### config.mk
export PLATFORM = sky130hd
export DESIGN_NAME = pid_two_dof_controller
export DESIGN_NICKNAME = d
export VERILOG_FILES = /design/src/hw/rtl/pid2_pkg.sv /design/src/hw/rtl/pid_two_dof_controller.sv /design/src/hw/rtl/pid2_cfg.sv /design/src/hw/rtl/pid2_mul.sv /design/src/hw/rtl/pid2_seq.sv
export SDC_FILE = /design/constraint.sdc
export NUM_CORES = 2
export LEC_CHECK = 0
export ABC_AREA = 1
export BUFFER_PORTS_ARGS = -buffer_cell sky130_fd_sc_hd__buf_2
export CORE_ASPECT_RATIO = 0.7
export CORE_MARGIN = 2
export CORE_UTILIZATION = 37
export CTS_BUF_LIST = sky130_fd_sc_hd__clkbuf_2
export DETAILED_ROUTE_END_ITERATION = 8
export PLACE_DENSITY = 0.63
export SYNTH_ARGS = -nofsm -noshare
export SYNTH_HDL_FRONTEND = slang
export SYNTH_HIERARCHICAL = 1
export SYNTH_SLANG_ARGS = --single-unit
### constraint.sdc
create_clock -name i_clk -period 10.2 [get_ports i_clk]
set_input_delay 1.53 -clock i_clk [delete_from_list [all_inputs] [get_ports i_clk]]
set_output_delay 1.53 -clock i_clk [all_outputs]
set_load 0.05 [all_outputs]
### src/hw/rtl/pid2_pkg.sv
`default_nettype none

package pid2_pkg;

    // Build-time controller constants, Q16.16
    localparam longint SAMPLE_PERIOD = 66;
    localparam longint FILTER_COEFF  = 6553600;

    // Filter pole factor 1 - N*Ts, both terms positive so the shift truncates toward zero
    localparam logic signed [33:0] ALPHA_Q = 34'(64'sd65536 - ((FILTER_COEFF * SAMPLE_PERIOD) >>> 16));
    localparam logic signed [33:0] N_Q     = 34'(FILTER_COEFF);
    localparam logic signed [47:0] TS_Q    = 48'(SAMPLE_PERIOD);

    localparam logic signed [49:0] SAT48_HI = 50'sh0_7FFF_FFFF_FFFF;
    localparam logic signed [49:0] SAT48_LO = 50'sh3_8000_0000_0000;
    localparam logic signed [47:0] SAT32_HI = 48'sh0000_7FFF_FFFF;
    localparam logic signed [47:0] SAT32_LO = 48'shFFFF_8000_0000;

    typedef struct packed {
        logic signed [31:0] reference;
        logic signed [31:0] measurement;
    } t_in_item;

    typedef struct packed {
        logic signed [31:0] drive;
        logic               clamped;
    } t_out_item;

    typedef enum logic [2:0] {
        CFG_GAIN_PROP        = 3'd0,
        CFG_GAIN_INT         = 3'd1,
        CFG_GAIN_DERIV       = 3'd2,
        CFG_WEIGHT_PROP_REF  = 3'd3,
        CFG_WEIGHT_DERIV_REF = 3'd4,
        CFG_LIMIT_LOW        = 3'd5,
        CFG_LIMIT_HIGH       = 3'd6,
        CFG_MODE_BITS        = 3'd7
    } t_cfg_idx;

    typedef struct packed {
        logic signed [31:0] gain_prop;
        logic signed [31:0] gain_int;
        logic signed [31:0] gain_deriv;
        logic signed [31:0] weight_prop_ref;
        logic signed [31:0] weight_deriv_ref;
        logic signed [31:0] limit_low;
        logic signed [31:0] limit_high;
        logic [1:0]         mode_bits;
    } t_cfg;

    // Request to the shared multiplier: a is the narrow operand
    typedef struct packed {
        logic               start;
        logic signed [33:0] a;
        logic signed [47:0] b;
    } t_mul_req;

    typedef struct packed {
        logic               busy;
        logic               done;
        logic signed [47:0] res;
    } t_mul_rsp;

    typedef enum logic [4:0] {
        ST_IDLE,
        ST_M_BR,
        ST_A_EP,
        ST_M_UP,
        ST_A_UP,
        ST_M_TS,
        ST_A_IN,
        ST_M_UI,
        ST_A_UI,
        ST_M_CR,
        ST_A_ED,
        ST_A_DF,
        ST_M_ND,
        ST_A_ND,
        ST_M_AF,
        ST_A_DN,
        ST_M_UD,
        ST_A_UR,
        ST_CLAMP
    } t_seq_state;

    function automatic logic signed [47:0] sat48(input logic signed [49:0] v);
        logic signed [47:0] r;
        if (v > SAT48_HI) begin
            r = SAT48_HI[47:0];
        end else if (v < SAT48_LO) begin
            r = SAT48_LO[47:0];
        end else begin
            r = v[47:0];
        end
        return r;
    endfunction

    function automatic logic signed [31:0] sat32(input logic signed [47:0] v);
        logic signed [31:0] r;
        if (v > SAT32_HI) begin
            r = SAT32_HI[31:0];
        end else if (v < SAT32_LO) begin
            r = SAT32_LO[31:0];
        end else begin
            r = v[31:0];
        end
        return r;
    endfunction

endpackage

`default_nettype wire

### src/hw/rtl/pid_two_dof_controller.sv
`default_nettype none

// Two-degree-of-freedom PID with filtered derivative, signed Q16.16.
// Input channel: i_in_valid / o_in_stall carry one reference and measurement
// sample; a transaction completes when valid is high and stall is low.
// Output channel: o_out_valid / i_out_stall carry the drive value and the
// clamped flag from an output register; the result holds while stalled.
// Configuration: i_cfg_valid / o_cfg_ready with a register index and data;
// o_cfg_ready is always high. Write only while no sample is in progress.
// Eight Q16.16 products share one multiplier, each as two 34x24 partial
// products, a recombine and a saturate; nine add and store states and one
// limit state follow. The next sample is taken once the result has moved
// to the output register, so it may enter while the previous result still
// waits to be taken; a stalled output holds the final limit step until the
// register frees up.
// Reset clears the integrator, filter state and error history, sets gains
// and limits to zero, set-point weights to 1.0 and enables anti-windup only.
module pid_two_dof_controller
    import pid2_pkg::*;
(
    input  wire logic        i_clk,
    input  wire logic        i_rst_n,
    input  wire logic        i_in_valid,
    output logic             o_in_stall,
    input  t_in_item         i_in,
    output logic             o_out_valid,
    input  wire logic        i_out_stall,
    output t_out_item        o_out,
    input  wire logic        i_cfg_valid,
    output logic             o_cfg_ready,
    input  wire logic [2:0]  i_cfg_index,
    input  wire logic [31:0] i_cfg_data
);

    t_cfg     w_cfg;
    t_mul_req w_mul_req;
    t_mul_rsp w_mul_rsp;

    pid2_cfg u_cfg (
        .i_clk       (i_clk),
        .i_rst_n     (i_rst_n),
        .i_cfg_valid (i_cfg_valid),
        .o_cfg_ready (o_cfg_ready),
        .i_cfg_index (i_cfg_index),
        .i_cfg_data  (i_cfg_data),
        .o_cfg       (w_cfg)
    );

    pid2_mul u_mul (
        .i_clk   (i_clk),
        .i_rst_n (i_rst_n),
        .i_req   (w_mul_req),
        .o_rsp   (w_mul_rsp)
    );

    pid2_seq u_seq (
        .i_clk       (i_clk),
        .i_rst_n     (i_rst_n),
        .i_in_valid  (i_in_valid),
        .o_in_stall  (o_in_stall),
        .i_in        (i_in),
        .o_out_valid (o_out_valid),
        .i_out_stall (i_out_stall),
        .o_out       (o_out),
        .i_cfg       (w_cfg),
        .o_mul_req   (w_mul_req),
        .i_mul_rsp   (w_mul_rsp)
    );

endmodule

`default_nettype wire

### src/hw/rtl/pid2_cfg.sv
`default_nettype none

module pid2_cfg
    import pid2_pkg::*;
(
    input  wire logic        i_clk,
    input  wire logic        i_rst_n,
    input  wire logic        i_cfg_valid,
    output logic             o_cfg_ready,
    input  wire logic [2:0]  i_cfg_index,
    input  wire logic [31:0] i_cfg_data,
    output t_cfg             o_cfg
);

    t_cfg r_cfg;
    t_cfg n_cfg;

    assign o_cfg_ready = 1'b1;
    assign o_cfg       = r_cfg;

    always_comb begin
        n_cfg = r_cfg;
        if (i_cfg_valid) begin
            unique case (t_cfg_idx'(i_cfg_index))
                CFG_GAIN_PROP:        n_cfg.gain_prop        = i_cfg_data;
                CFG_GAIN_INT:         n_cfg.gain_int         = i_cfg_data;
                CFG_GAIN_DERIV:       n_cfg.gain_deriv       = i_cfg_data;
                CFG_WEIGHT_PROP_REF:  n_cfg.weight_prop_ref  = i_cfg_data;
                CFG_WEIGHT_DERIV_REF: n_cfg.weight_deriv_ref = i_cfg_data;
                CFG_LIMIT_LOW:        n_cfg.limit_low        = i_cfg_data;
                CFG_LIMIT_HIGH:       n_cfg.limit_high       = i_cfg_data;
                CFG_MODE_BITS:        n_cfg.mode_bits        = i_cfg_data[1:0];
                default:              n_cfg = r_cfg;
            endcase
        end
    end

    always_ff @(posedge i_clk) begin
        if (!i_rst_n) begin
            r_cfg.gain_prop        <= 32'sd0;
            r_cfg.gain_int         <= 32'sd0;
            r_cfg.gain_deriv       <= 32'sd0;
            r_cfg.weight_prop_ref  <= 32'sd65536;
            r_cfg.weight_deriv_ref <= 32'sd65536;
            r_cfg.limit_low        <= 32'sd0;
            r_cfg.limit_high       <= 32'sd0;
            r_cfg.mode_bits        <= 2'd2;
        end else begin
            r_cfg <= n_cfg;
        end
    end

endmodule

`default_nettype wire

### src/hw/rtl/pid2_mul.sv
`default_nettype none

// Shared Q16.16 multiplier: sign-magnitude, two 34x24 partial products, then
// recombine, shift by 16 toward zero and saturate to 48 bits.
module pid2_mul
    import pid2_pkg::*;
(
    input  wire logic i_clk,
    input  wire logic i_rst_n,
    input  t_mul_req  i_req,
    output t_mul_rsp  o_rsp
);

    logic [3:0]         r_ph;
    logic               r_done;
    logic [33:0]        r_ma;
    logic [47:0]        r_mb;
    logic               r_neg;
    logic [57:0]        r_pp_lo;
    logic [57:0]        r_pp_hi;
    logic [81:0]        r_mag;
    logic signed [47:0] r_res;

    logic [3:0]  n_ph;
    logic [33:0] w_ma;
    logic [47:0] w_mb;
    logic [23:0] w_mb_sel;
    logic [57:0] w_pp;
    logic [65:0] w_shift;
    logic [65:0] w_lim;
    logic [47:0] w_m;

    assign w_ma = i_req.a[33] ? 34'(-i_req.a) : i_req.a;
    assign w_mb = i_req.b[47] ? 48'(-i_req.b) : i_req.b;

    // one multiplier, low half of b first
    assign w_mb_sel = r_ph[0] ? r_mb[23:0] : r_mb[47:24];
    assign w_pp     = {24'd0, r_ma} * {34'd0, w_mb_sel};

    assign w_shift = r_mag[81:16];
    assign w_lim   = r_neg ? 66'h0_0000_8000_0000_0000 : 66'h0_0000_7FFF_FFFF_FFFF;
    assign w_m     = (w_shift > w_lim) ? w_lim[47:0] : w_shift[47:0];

    assign n_ph = {r_ph[2:0], i_req.start};

    always_ff @(posedge i_clk) begin
        if (!i_rst_n) begin
            r_ph   <= 4'd0;
            r_done <= 1'b0;
        end else begin
            r_ph   <= n_ph;
            r_done <= r_ph[3];
        end
    end

    always_ff @(posedge i_clk) begin
        if (i_req.start) begin
            r_ma  <= w_ma;
            r_mb  <= w_mb;
            r_neg <= i_req.a[33] ^ i_req.b[47];
        end
        if (r_ph[0]) begin
            r_pp_lo <= w_pp;
        end
        if (r_ph[1]) begin
            r_pp_hi <= w_pp;
        end
        if (r_ph[2]) begin
            r_mag <= {r_pp_hi, 24'd0} + {24'd0, r_pp_lo};
        end
        if (r_ph[3]) begin
            r_res <= r_neg ? -$signed(w_m) : $signed(w_m);
        end
    end

    assign o_rsp.busy = |r_ph;
    assign o_rsp.done = r_done;
    assign o_rsp.res  = r_res;

`ifndef SYNTH
    a_one_op_in_flight: assert property (@(posedge i_clk) disable iff (!i_rst_n)
        $onehot0({r_ph, r_done}))
        else $error("multiplier holds more than one transaction");

    a_fixed_latency: assert property (@(posedge i_clk) disable iff (!i_rst_n)
        i_req.start |-> ##5 o_rsp.done)
        else $error("multiplier result not ready after five cycles");

    a_done_not_busy: assert property (@(posedge i_clk) disable iff (!i_rst_n)
        o_rsp.done |-> !o_rsp.busy)
        else $error("multiplier done while still busy");
`endif

endmodule

`default_nettype wire

### src/hw/rtl/pid2_seq.sv
`default_nettype none

module pid2_seq
    import pid2_pkg::*;
(
    input  wire logic i_clk,
    input  wire logic i_rst_n,
    input  wire logic i_in_valid,
    output logic      o_in_stall,
    input  t_in_item  i_in,
    output logic      o_out_valid,
    input  wire logic i_out_stall,
    output t_out_item o_out,
    input  t_cfg      i_cfg,
    output t_mul_req  o_mul_req,
    input  t_mul_rsp  i_mul_rsp
);

    t_seq_state r_state;
    t_seq_state n_state;

    logic signed [31:0] r_ref;
    logic signed [31:0] r_meas;
    logic signed [47:0] r_tmp;
    logic signed [49:0] r_acc;
    logic signed [47:0] r_inext;
    logic signed [47:0] r_ed;
    logic signed [47:0] r_dnext;
    logic signed [47:0] r_uraw;

    // controller state
    logic signed [47:0] r_integ;
    logic signed [32:0] r_pie;
    logic signed [47:0] r_fs;
    logic signed [47:0] r_pde;

    logic      r_out_valid;
    t_out_item r_out;

    logic               w_in_acc;
    logic               w_out_acc;
    logic               w_load;
    logic               w_mul_state;
    logic signed [49:0] w_add_a;
    logic signed [49:0] w_add_b;
    logic signed [49:0] w_sum;
    logic signed [47:0] w_sat;
    logic signed [49:0] w_prod;
    logic signed [49:0] w_meas;
    logic signed [47:0] w_lim_lo;
    logic signed [47:0] w_lim_hi;
    logic               w_above;
    logic               w_below;
    logic               w_clamped;
    logic               w_allow;
    logic signed [31:0] w_drive;

    assign w_in_acc  = i_in_valid && (r_state == ST_IDLE);
    assign w_out_acc = r_out_valid && !i_out_stall;
    assign w_load    = (r_state == ST_CLAMP) && (!r_out_valid || !i_out_stall);

    assign o_in_stall  = (r_state != ST_IDLE);
    assign o_out_valid = r_out_valid;
    assign o_out       = r_out;

    assign w_prod = {{2{i_mul_rsp.res[47]}}, i_mul_rsp.res};
    assign w_meas = {{18{r_meas[31]}}, r_meas};
    assign w_sum  = w_add_a + w_add_b;
    assign w_sat  = sat48(w_sum);

    // next state
    always_comb begin
        n_state = r_state;
        unique case (r_state)
            ST_IDLE:  if (w_in_acc) n_state = ST_M_BR;
            ST_M_BR:  if (i_mul_rsp.done) n_state = ST_A_EP;
            ST_A_EP:  n_state = ST_M_UP;
            ST_M_UP:  if (i_mul_rsp.done) n_state = ST_A_UP;
            ST_A_UP:  n_state = ST_M_TS;
            ST_M_TS:  if (i_mul_rsp.done) n_state = ST_A_IN;
            ST_A_IN:  n_state = ST_M_UI;
            ST_M_UI:  if (i_mul_rsp.done) n_state = ST_A_UI;
            ST_A_UI:  n_state = ST_M_CR;
            ST_M_CR:  if (i_mul_rsp.done) n_state = ST_A_ED;
            ST_A_ED:  n_state = ST_A_DF;
            ST_A_DF:  n_state = ST_M_ND;
            ST_M_ND:  if (i_mul_rsp.done) n_state = ST_A_ND;
            ST_A_ND:  n_state = ST_M_AF;
            ST_M_AF:  if (i_mul_rsp.done) n_state = ST_A_DN;
            ST_A_DN:  n_state = ST_M_UD;
            ST_M_UD:  if (i_mul_rsp.done) n_state = ST_A_UR;
            ST_A_UR:  n_state = ST_CLAMP;
            ST_CLAMP: if (w_load) n_state = ST_IDLE;
            default:  n_state = ST_IDLE;
        endcase
    end

    // operand selection for the multiplier and the saturating adder
    always_comb begin
        w_mul_state   = 1'b0;
        o_mul_req.a   = 34'sd0;
        o_mul_req.b   = 48'sd0;
        w_add_a       = 50'sd0;
        w_add_b       = 50'sd0;
        unique case (r_state)
            ST_M_BR: begin
                w_mul_state = 1'b1;
                o_mul_req.a = {{2{r_ref[31]}}, r_ref};
                o_mul_req.b = {{16{i_cfg.weight_prop_ref[31]}}, i_cfg.weight_prop_ref};
            end
            ST_A_EP: begin
                w_add_a = w_prod;
                w_add_b = -w_meas;
            end
            ST_M_UP: begin
                w_mul_state = 1'b1;
                o_mul_req.a = {{2{i_cfg.gain_prop[31]}}, i_cfg.gain_prop};
                o_mul_req.b = r_tmp;
            end
            ST_A_UP: begin
                w_add_a = w_prod;
            end
            ST_M_TS: begin
                w_mul_state = 1'b1;
                o_mul_req.a = {r_pie[32], r_pie};
                o_mul_req.b = TS_Q;
            end
            ST_A_IN: begin
                w_add_a = {{2{r_integ[47]}}, r_integ};
                w_add_b = w_prod;
            end
            ST_M_UI: begin
                w_mul_state = 1'b1;
                o_mul_req.a = {{2{i_cfg.gain_int[31]}}, i_cfg.gain_int};
                o_mul_req.b = r_inext;
            end
            ST_A_UI: begin
                w_add_a = r_acc;
                w_add_b = w_prod;
            end
            ST_M_CR: begin
                w_mul_state = 1'b1;
                o_mul_req.a = {{2{r_ref[31]}}, r_ref};
                o_mul_req.b = {{16{i_cfg.weight_deriv_ref[31]}}, i_cfg.weight_deriv_ref};
            end
            ST_A_ED: begin
                w_add_a = w_prod;
                w_add_b = -w_meas;
            end
            ST_A_DF: begin
                w_add_a = {{2{r_ed[47]}}, r_ed};
                w_add_b = -{{2{r_pde[47]}}, r_pde};
            end
            ST_M_ND: begin
                w_mul_state = 1'b1;
                o_mul_req.a = N_Q;
                o_mul_req.b = r_tmp;
            end
            ST_M_AF: begin
                w_mul_state = 1'b1;
                o_mul_req.a = ALPHA_Q;
                o_mul_req.b = r_fs;
            end
            ST_A_DN: begin
                w_add_a = w_prod;
                w_add_b = {{2{r_tmp[47]}}, r_tmp};
            end
            ST_M_UD: begin
                w_mul_state = 1'b1;
                o_mul_req.a = {{2{i_cfg.gain_deriv[31]}}, i_cfg.gain_deriv};
                o_mul_req.b = r_dnext;
            end
            ST_A_UR: begin
                w_add_a = r_acc;
                w_add_b = w_prod;
            end
            default: begin
                w_mul_state = 1'b0;
            end
        endcase
        // issue once on entry, then wait for the result
        o_mul_req.start = w_mul_state && !i_mul_rsp.busy && !i_mul_rsp.done;
    end

    // output limits and anti-windup decision
    always_comb begin
        w_lim_lo  = {{16{i_cfg.limit_low[31]}}, i_cfg.limit_low};
        w_lim_hi  = {{16{i_cfg.limit_high[31]}}, i_cfg.limit_high};
        w_above   = r_uraw > w_lim_hi;
        w_below   = r_uraw < w_lim_lo;
        w_clamped = 1'b0;
        if (i_cfg.mode_bits[0]) begin
            // upper limit wins when the limits are crossed
            if (w_above) begin
                w_drive   = i_cfg.limit_high;
                w_clamped = 1'b1;
            end else if (w_below) begin
                w_drive   = i_cfg.limit_low;
                w_clamped = 1'b1;
            end else begin
                w_drive = r_uraw[31:0];
            end
        end else begin
            w_drive = sat32(r_uraw);
        end
        w_allow = !(i_cfg.mode_bits[1] && w_clamped &&
                    ((w_above && (r_pie > 33'sd0)) || (w_below && (r_pie < 33'sd0))));
    end

    always_ff @(posedge i_clk) begin
        if (!i_rst_n) begin
            r_state     <= ST_IDLE;
            r_out_valid <= 1'b0;
            r_integ     <= 48'sd0;
            r_pie       <= 33'sd0;
            r_fs        <= 48'sd0;
            r_pde       <= 48'sd0;
        end else begin
            r_state <= n_state;
            if (w_load) begin
                r_out_valid <= 1'b1;
            end else if (w_out_acc) begin
                r_out_valid <= 1'b0;
            end
            if (w_load) begin
                // freeze the integrator while pushing into the limit
                if (w_allow) begin
                    r_integ <= r_inext;
                end
                r_fs  <= r_dnext;
                r_pde <= r_ed;
                r_pie <= {r_ref[31], r_ref} - {r_meas[31], r_meas};
            end
        end
    end

    always_ff @(posedge i_clk) begin
        if (w_in_acc) begin
            r_ref  <= i_in.reference;
            r_meas <= i_in.measurement;
        end
        unique case (r_state)
            ST_A_EP: r_tmp   <= w_sat;
            ST_A_UP: r_acc   <= w_sum;
            ST_A_IN: r_inext <= w_sat;
            ST_A_UI: r_acc   <= w_sum;
            ST_A_ED: r_ed    <= w_sat;
            ST_A_DF: r_tmp   <= w_sat;
            ST_A_ND: r_tmp   <= i_mul_rsp.res;
            ST_A_DN: r_dnext <= w_sat;
            ST_A_UR: r_uraw  <= w_sat;
            default: r_tmp   <= r_tmp;
        endcase
        if (w_load) begin
            r_out.drive   <= w_drive;
            r_out.clamped <= w_clamped;
        end
    end

`ifndef SYNTH
    a_start_when_free: assert property (@(posedge i_clk) disable iff (!i_rst_n)
        o_mul_req.start |-> !i_mul_rsp.busy)
        else $error("multiplier started while busy");

    a_accept_blocks_input: assert property (@(posedge i_clk) disable iff (!i_rst_n)
        (i_in_valid && !o_in_stall) |=> (o_in_stall && (r_state == ST_M_BR)))
        else $error("sequencer did not start after an input transaction");

    a_no_clamp_without_limits: assert property (@(posedge i_clk) disable iff (!i_rst_n)
        (w_load && !i_cfg.mode_bits[0]) |=> (o_out_valid && !o_out.clamped))
        else $error("clamped flag set with limits disabled");
`endif

endmodule

`default_nettype wire

# Word level (Yosys, flattened, before mapping)
# Index checks and enable logic that the tools add are counted.
[word_totals]
regBits = 1130
latchBits = 0
mem_bits_rw = 0
mem_bits_ro = 0
wordCells = 162
memories = 0
[classes]
addsub = 8
n_mul = 1
div_mod_pow = 0
magnitude_cmp = 9
n_eq_ne = 35
shifts = 0
mux = 34
n_bitwise = 2
n_reduce_logical = 38
[ops]
columns = ["cell", "n"]
rows = [
  ["$pmux 82 s8", 1],
  ["$pmux 50 s4", 2],
  ["$mux 48", 5],
  ["$mux 32", 5],
  ["$neg 48->48", 2],
  ["$pmux 48 s2", 1],
  ["$pmux 5 s19", 1],
  ["$add 82x58->82", 1],
  ["$gt 66x66->1", 1],
  ["$mul 34x24->58", 1],
  ["$add 50x50->50", 1],
  ["$gt 50x48->1 const B", 1],
  ["$lt 50x48->1 const B", 1],
  ["$mux 5", 10],
  ["$neg 32->50", 1],
  ["$neg 50->50", 1],
  ["$gt 48x32->1", 1],
  ["$gt 48x32->1 const B", 1],
  ["$lt 48x32->1", 1],
  ["$lt 48x32->1 const B", 1],
  ["$mux 47", 1],
  ["$eq 5x4->1 const B", 8],
  ["$neg 34->34", 1],
  ["$gt 33x1->1 const B", 1],
  ["other kinds (29)", 77],
]

# Longest topological paths before layout
[logic_depth]
word_depth = 8
mapped_depth = 38
depth_no_buf = 36

# Cells and area by module
# The synthesis kept the hierarchy.
[by_module_without_submodules]
columns = ["mod", "instances", "cells_per_inst", "area_each_um2"]
rows = [
  ["pid2_mul", 1, 4989, 42779.8],
  ["pid2_seq", 1, 4367, 34647.0],
  ["pid2_cfg", 1, 1275, 8818.5],
]

# Least setup slack after synthesis
# No wires, ideal clock.
[synth_path]
path_type = "flip-flop to flip-flop"
start = "register u_mul.r_ph[0]"
end = "register u_mul.r_pp_hi[50], data pin"
t_arrival_ns = 8.056
required_ns = 9.937
setup_slack_ns = 1.881
path_stages_with_launch = 33
n_path_buf = 2
cell_sequence = "dfxtp_1 > inv_1 > clkbuf_1 > or2_2 > nand2_1 > clkbuf_1 > nor2_1 > fa_1 > inv_1 > fa_1 > inv_1 > fa_1 > inv_1 > fa_1 > inv_1 > fa_1 > fa_1 > inv_1 > fa_1 > inv_1 > ha_1 > a21oi_1 > inv_1 > a21oi_1 > a21boi_0 > o221ai_1 > a21oi_1 > o21ai_0 > nand3_1 > inv_1 > nand2_1 > nand3_1 > xor2_1"
[synth_via]
elab_chain_cells = 2
[synth_lines]
columns = ["item", "line_no", "source"]
rows = [
  ["start: declaration", "pid2_mul.sv:14", "logic [3:0] r_ph;"],
  ["start signal: assignment", "pid2_mul.sv:51", "r_ph <= n_ph;"],
  ["$mux 24", "pid2_mul.sv:37", "assign w_mb_sel = r_ph[0] ? r_mb[23:0] : r_mb[47:24];"],
  ["$mul 34x24->58", "pid2_mul.sv:38", "assign w_pp = {24'd0, r_ma} * {34'd0, w_mb_sel};"],
  ["named net u_mul.w_pp[50]", "pid2_mul.sv:28", "logic [57:0] w_pp;"],
  ["end signal: assignment", "pid2_mul.sv:66", "r_pp_hi <= w_pp;"],
  ["end: declaration", "pid2_mul.sv:20", "logic [57:0] r_pp_hi;"],
]
# The timed path passes the listed nets, and every way through them passes these cells.
# A chain may end at the register's enable or synchronous reset.

# Worst setup path in the final report
[layout_path]
start = "register u_mul.r_ph[0]"
end = "register u_mul.r_pp_hi[53], data pin"
# Same word-level chain as after synthesis.

==> impl_metrics.env <==
export IMPL_status="complete, but fails checks"
export IMPL_violations="max-capacitance violations, max-slew violations"
export IMPL_synth_top_cell_area_share_pct=23.8
export IMPL_antenna_left=0
export IMPL_vias=76200
export IMPL_clock_skew_ps=299
export IMPL_synth_mux_area_share_pct=0.0348
export IMPL_cts_clk_slew_worst_paths_ps=120
export IMPL_fin_nets=12000
export IMPL_synth_fa_ha_area_share_pct=22.8
export IMPL_core_mm2=0.232
export IMPL_io_pins=140
export IMPL_fin_crit_sh_pct=92.1
export IMPL_worstMarginPinSlew_ps=1600
export IMPL_synth_edf_count=684
export IMPL_tns_ps=0
export IMPL_die_x_um=581
export IMPL_yosys_area_share_simple_pct=22.0
export IMPL_yosys_cell_types_count=69
export IMPL_antenna_found_initial=21
export IMPL_via_per_inst=5.43
export IMPL_synth_warnings=6
export IMPL_critPathCaptureType="flip-flop"
export IMPL_gr_total_overflow=0
export IMPL_synth_top_cells_by_count="2109 x nand2_1, 1655 x inv_1, 1504 x nor2_1"
export IMPL_hold_buffers=0
export IMPL_crit_path_frequent_cell="inv_1"
export IMPL_gp_congestion=1.05
export IMPL_synth_nets=11900
export IMPL_synth_xor_area_share_pct=2.61
export IMPL_clk_insertion_delay_late_ps=1570
export IMPL_synthArstFlopShare_pct=0
export IMPL_clock_path_buffers=4
export IMPL_synth_compound_area_share_pct=9.48
export IMPL_drive_gt1_share_pct=8.61
export IMPL_io_buffer_count=138
export IMPL_criticalPathCategory="reg2reg"
export IMPL_synth_top_area_cell="edfxtp_1"
export IMPL_cts_tree="built"
export IMPL_avgRoutedWirePerCell_um=23.8
export IMPL_hold_viol=0
export IMPL_numCtsBuffers=271
export IMPL_startpoint_type="flip-flop"
export IMPL_ys_top_cells_by_area="edfxtp_1 24%, fa_1 16%, dfxtp_1 9.6%, nand2_1 9.2%, inv_1 7.2%"
export IMPL_synthesis_area_mm2=0.0862
export IMPL_fin_crit_ps=9400
export IMPL_cap_viol_max_count=2
export IMPL_critical_path_max_stage_delay_ps=980
export IMPL_ys_ff_latch=1098
export IMPL_syn_to_final_growth_pct=7.41
export IMPL_initial_utilization_pct=37.2
export IMPL_synth_most_common_cell="nand2_1"
export IMPL_cts_num_sinks=1098
export IMPL_hpwlAfterDp_mm=253
export IMPL_cts_max_level=5
export IMPL_crit_arrival_ps=10530
export IMPL_drt_total_wl_mm=334
export IMPL_fmax_mhz=106
export IMPL_hold_class="in2reg"
export IMPL_finalSetupViolCount=0
export IMPL_fillerInstances=23800
export IMPL_grt_pass1_vias=72500
export IMPL_grt_pass1_wl_mm=488
export IMPL_slowest_stage="inv_1"
export IMPL_slew_headroom_pct=-7.11
export IMPL_die_y_um=408
export IMPL_grt_max_degree=186
export IMPL_die_area_mm2=0.237
export IMPL_grt_total_usage_pct=27.7
export IMPL_drcViolationCount=0
export IMPL_synth_top_family_by_area="adder cells"
export IMPL_drt_first_iter_violations=9722
export IMPL_maxSlewViolCount=6
export IMPL_yosysSeqAreaShare_pct=33.4
export IMPL_fp_row_count=148
export IMPL_ys_flop_type="edfxtp_1"
export IMPL_avgSynthCellArea_um2=8.11
export IMPL_worstPathMaxFanout=49
export IMPL_synthCells=10600
export IMPL_post_cts_buffers=0
export IMPL_rsz0062_at_grt="no"
export IMPL_cts_root_buf="clkbuf_2"
export IMPL_ctsResizeCount=0
export IMPL_drt_pass1_iter_count=7
export IMPL_required_ps=11330
metrics by stage:
| stage | instances | worst slack [ps] | hold slack, ps | area (µm²) | util [%] |
|---|---|---|---|---|---|
| 6_report | 14000 | 801 | 248 | 92600 | 39.9 |
| 5_1_grt | 14000 | 335 | 145 | 92600 | 39.9 |
| 4_1_cts | 14000 | 885 | 110 | 92600 | 39.9 |
| 3_5_place_dp | 13500 | 1050 | 405 | 90100 | 38.8 |
| 3_3_place_gp | 13500 | 1160 | 403 | 90100 | 38.8 |
| 2_1_floorplan | 10600 | 1880 | 400 | 86200 | - |
routing by layer:
layer | vias to the layer above | GRT usage [%] | share of wire (%)
met5 | - | 0 | 0.034
met4 | 18 | 8.23 | 3.1
met3 | 617 | 15.7 | 18
met2 | 4870 | 34.8 | 36
met1 | 36300 | 39.3 | 43
li1 | 34400 | - | -
worst max-delay path: cells and delay by family (launching register included):
| kind | cells | cell delay (ps) |
|---|---|---|
| buffers and inverters | 9 | 2000 |
| DFF | 1 | 620 |
| adders and majority gates | 8 | 3960 |
| and+or+nand+nor | 7 | 790 |
| AOI/OAI and AO/OA | 6 | 1380 |
| xor gates and xnor gates | 1 | 150 |
layout make-up:
class	count	area [µm²]	area share (%)
Clock inverter	73	472	0.509
Tap cell	3075	3850	4.15
Antenna cell	9	22.5	0.0243
Sequential cell	1098	28800	31.1
Multi-Input combinational cell	7408	49400	53.3
Clock buffer	405	2030	2.19
Inverter	1683	6320	6.82
Timing Repair Buffer	268	1730	1.86
flip-flops by register name (all words and copies together) (netlist names), 50 cells and up:
| register | count |
|---|---|
| u_seq/r_acc | 50 |
| u_mul/r_mag | 66 |
| u_cfg/o_cfg | 226 |
| u_mul/r_pp_hi | 58 |
logic make-up (layout without fill, tap and decap cells):
kind of cell	after synthesis	count (layout)
xor+xnor	257	257
simple gates	4578	4578
other cells	1	10
mux	3	3
flops	1098	1098
compound gates	1417	1417
fa+ha+maj	1152	1152
buf+inv	2125	2429
placed cells by master, fill, tap and decap left out, types with 89 or more instances in the layout:
master    count
a21oi_1     539
buf_2       137
buf_4       126
clkbuf_2    405
dfxtp_1     410
edfxtp_1    684
fa_1        705
ha_1        447
inv_1      1650
nand2_1    2106
nand3_1     550
nand4_1      89
nor2_1     1486
o21ai_0     448
xnor2_1     105
xor2_1      152
path summary, 6_finish.rpt:
kind                                         from                 to  slack [ps]  depth (start not counted)
worst max-delay path                u_mul/r_ph[0]  u_mul/r_pp_hi[53]         800                         31
worst min-delay path                     i_in[63]    u_seq/r_ref[31]         250                          1
worst max register to register      u_mul/r_ph[0]  u_mul/r_pp_hi[53]         800                         31
worst min register to register  u_mul/r_pp_lo[20]    u_mul/r_mag[20]         350                          0
Power is not shown: default switching activity piles up to over one toggle a cycle in this logic, so the estimate is an artifact.
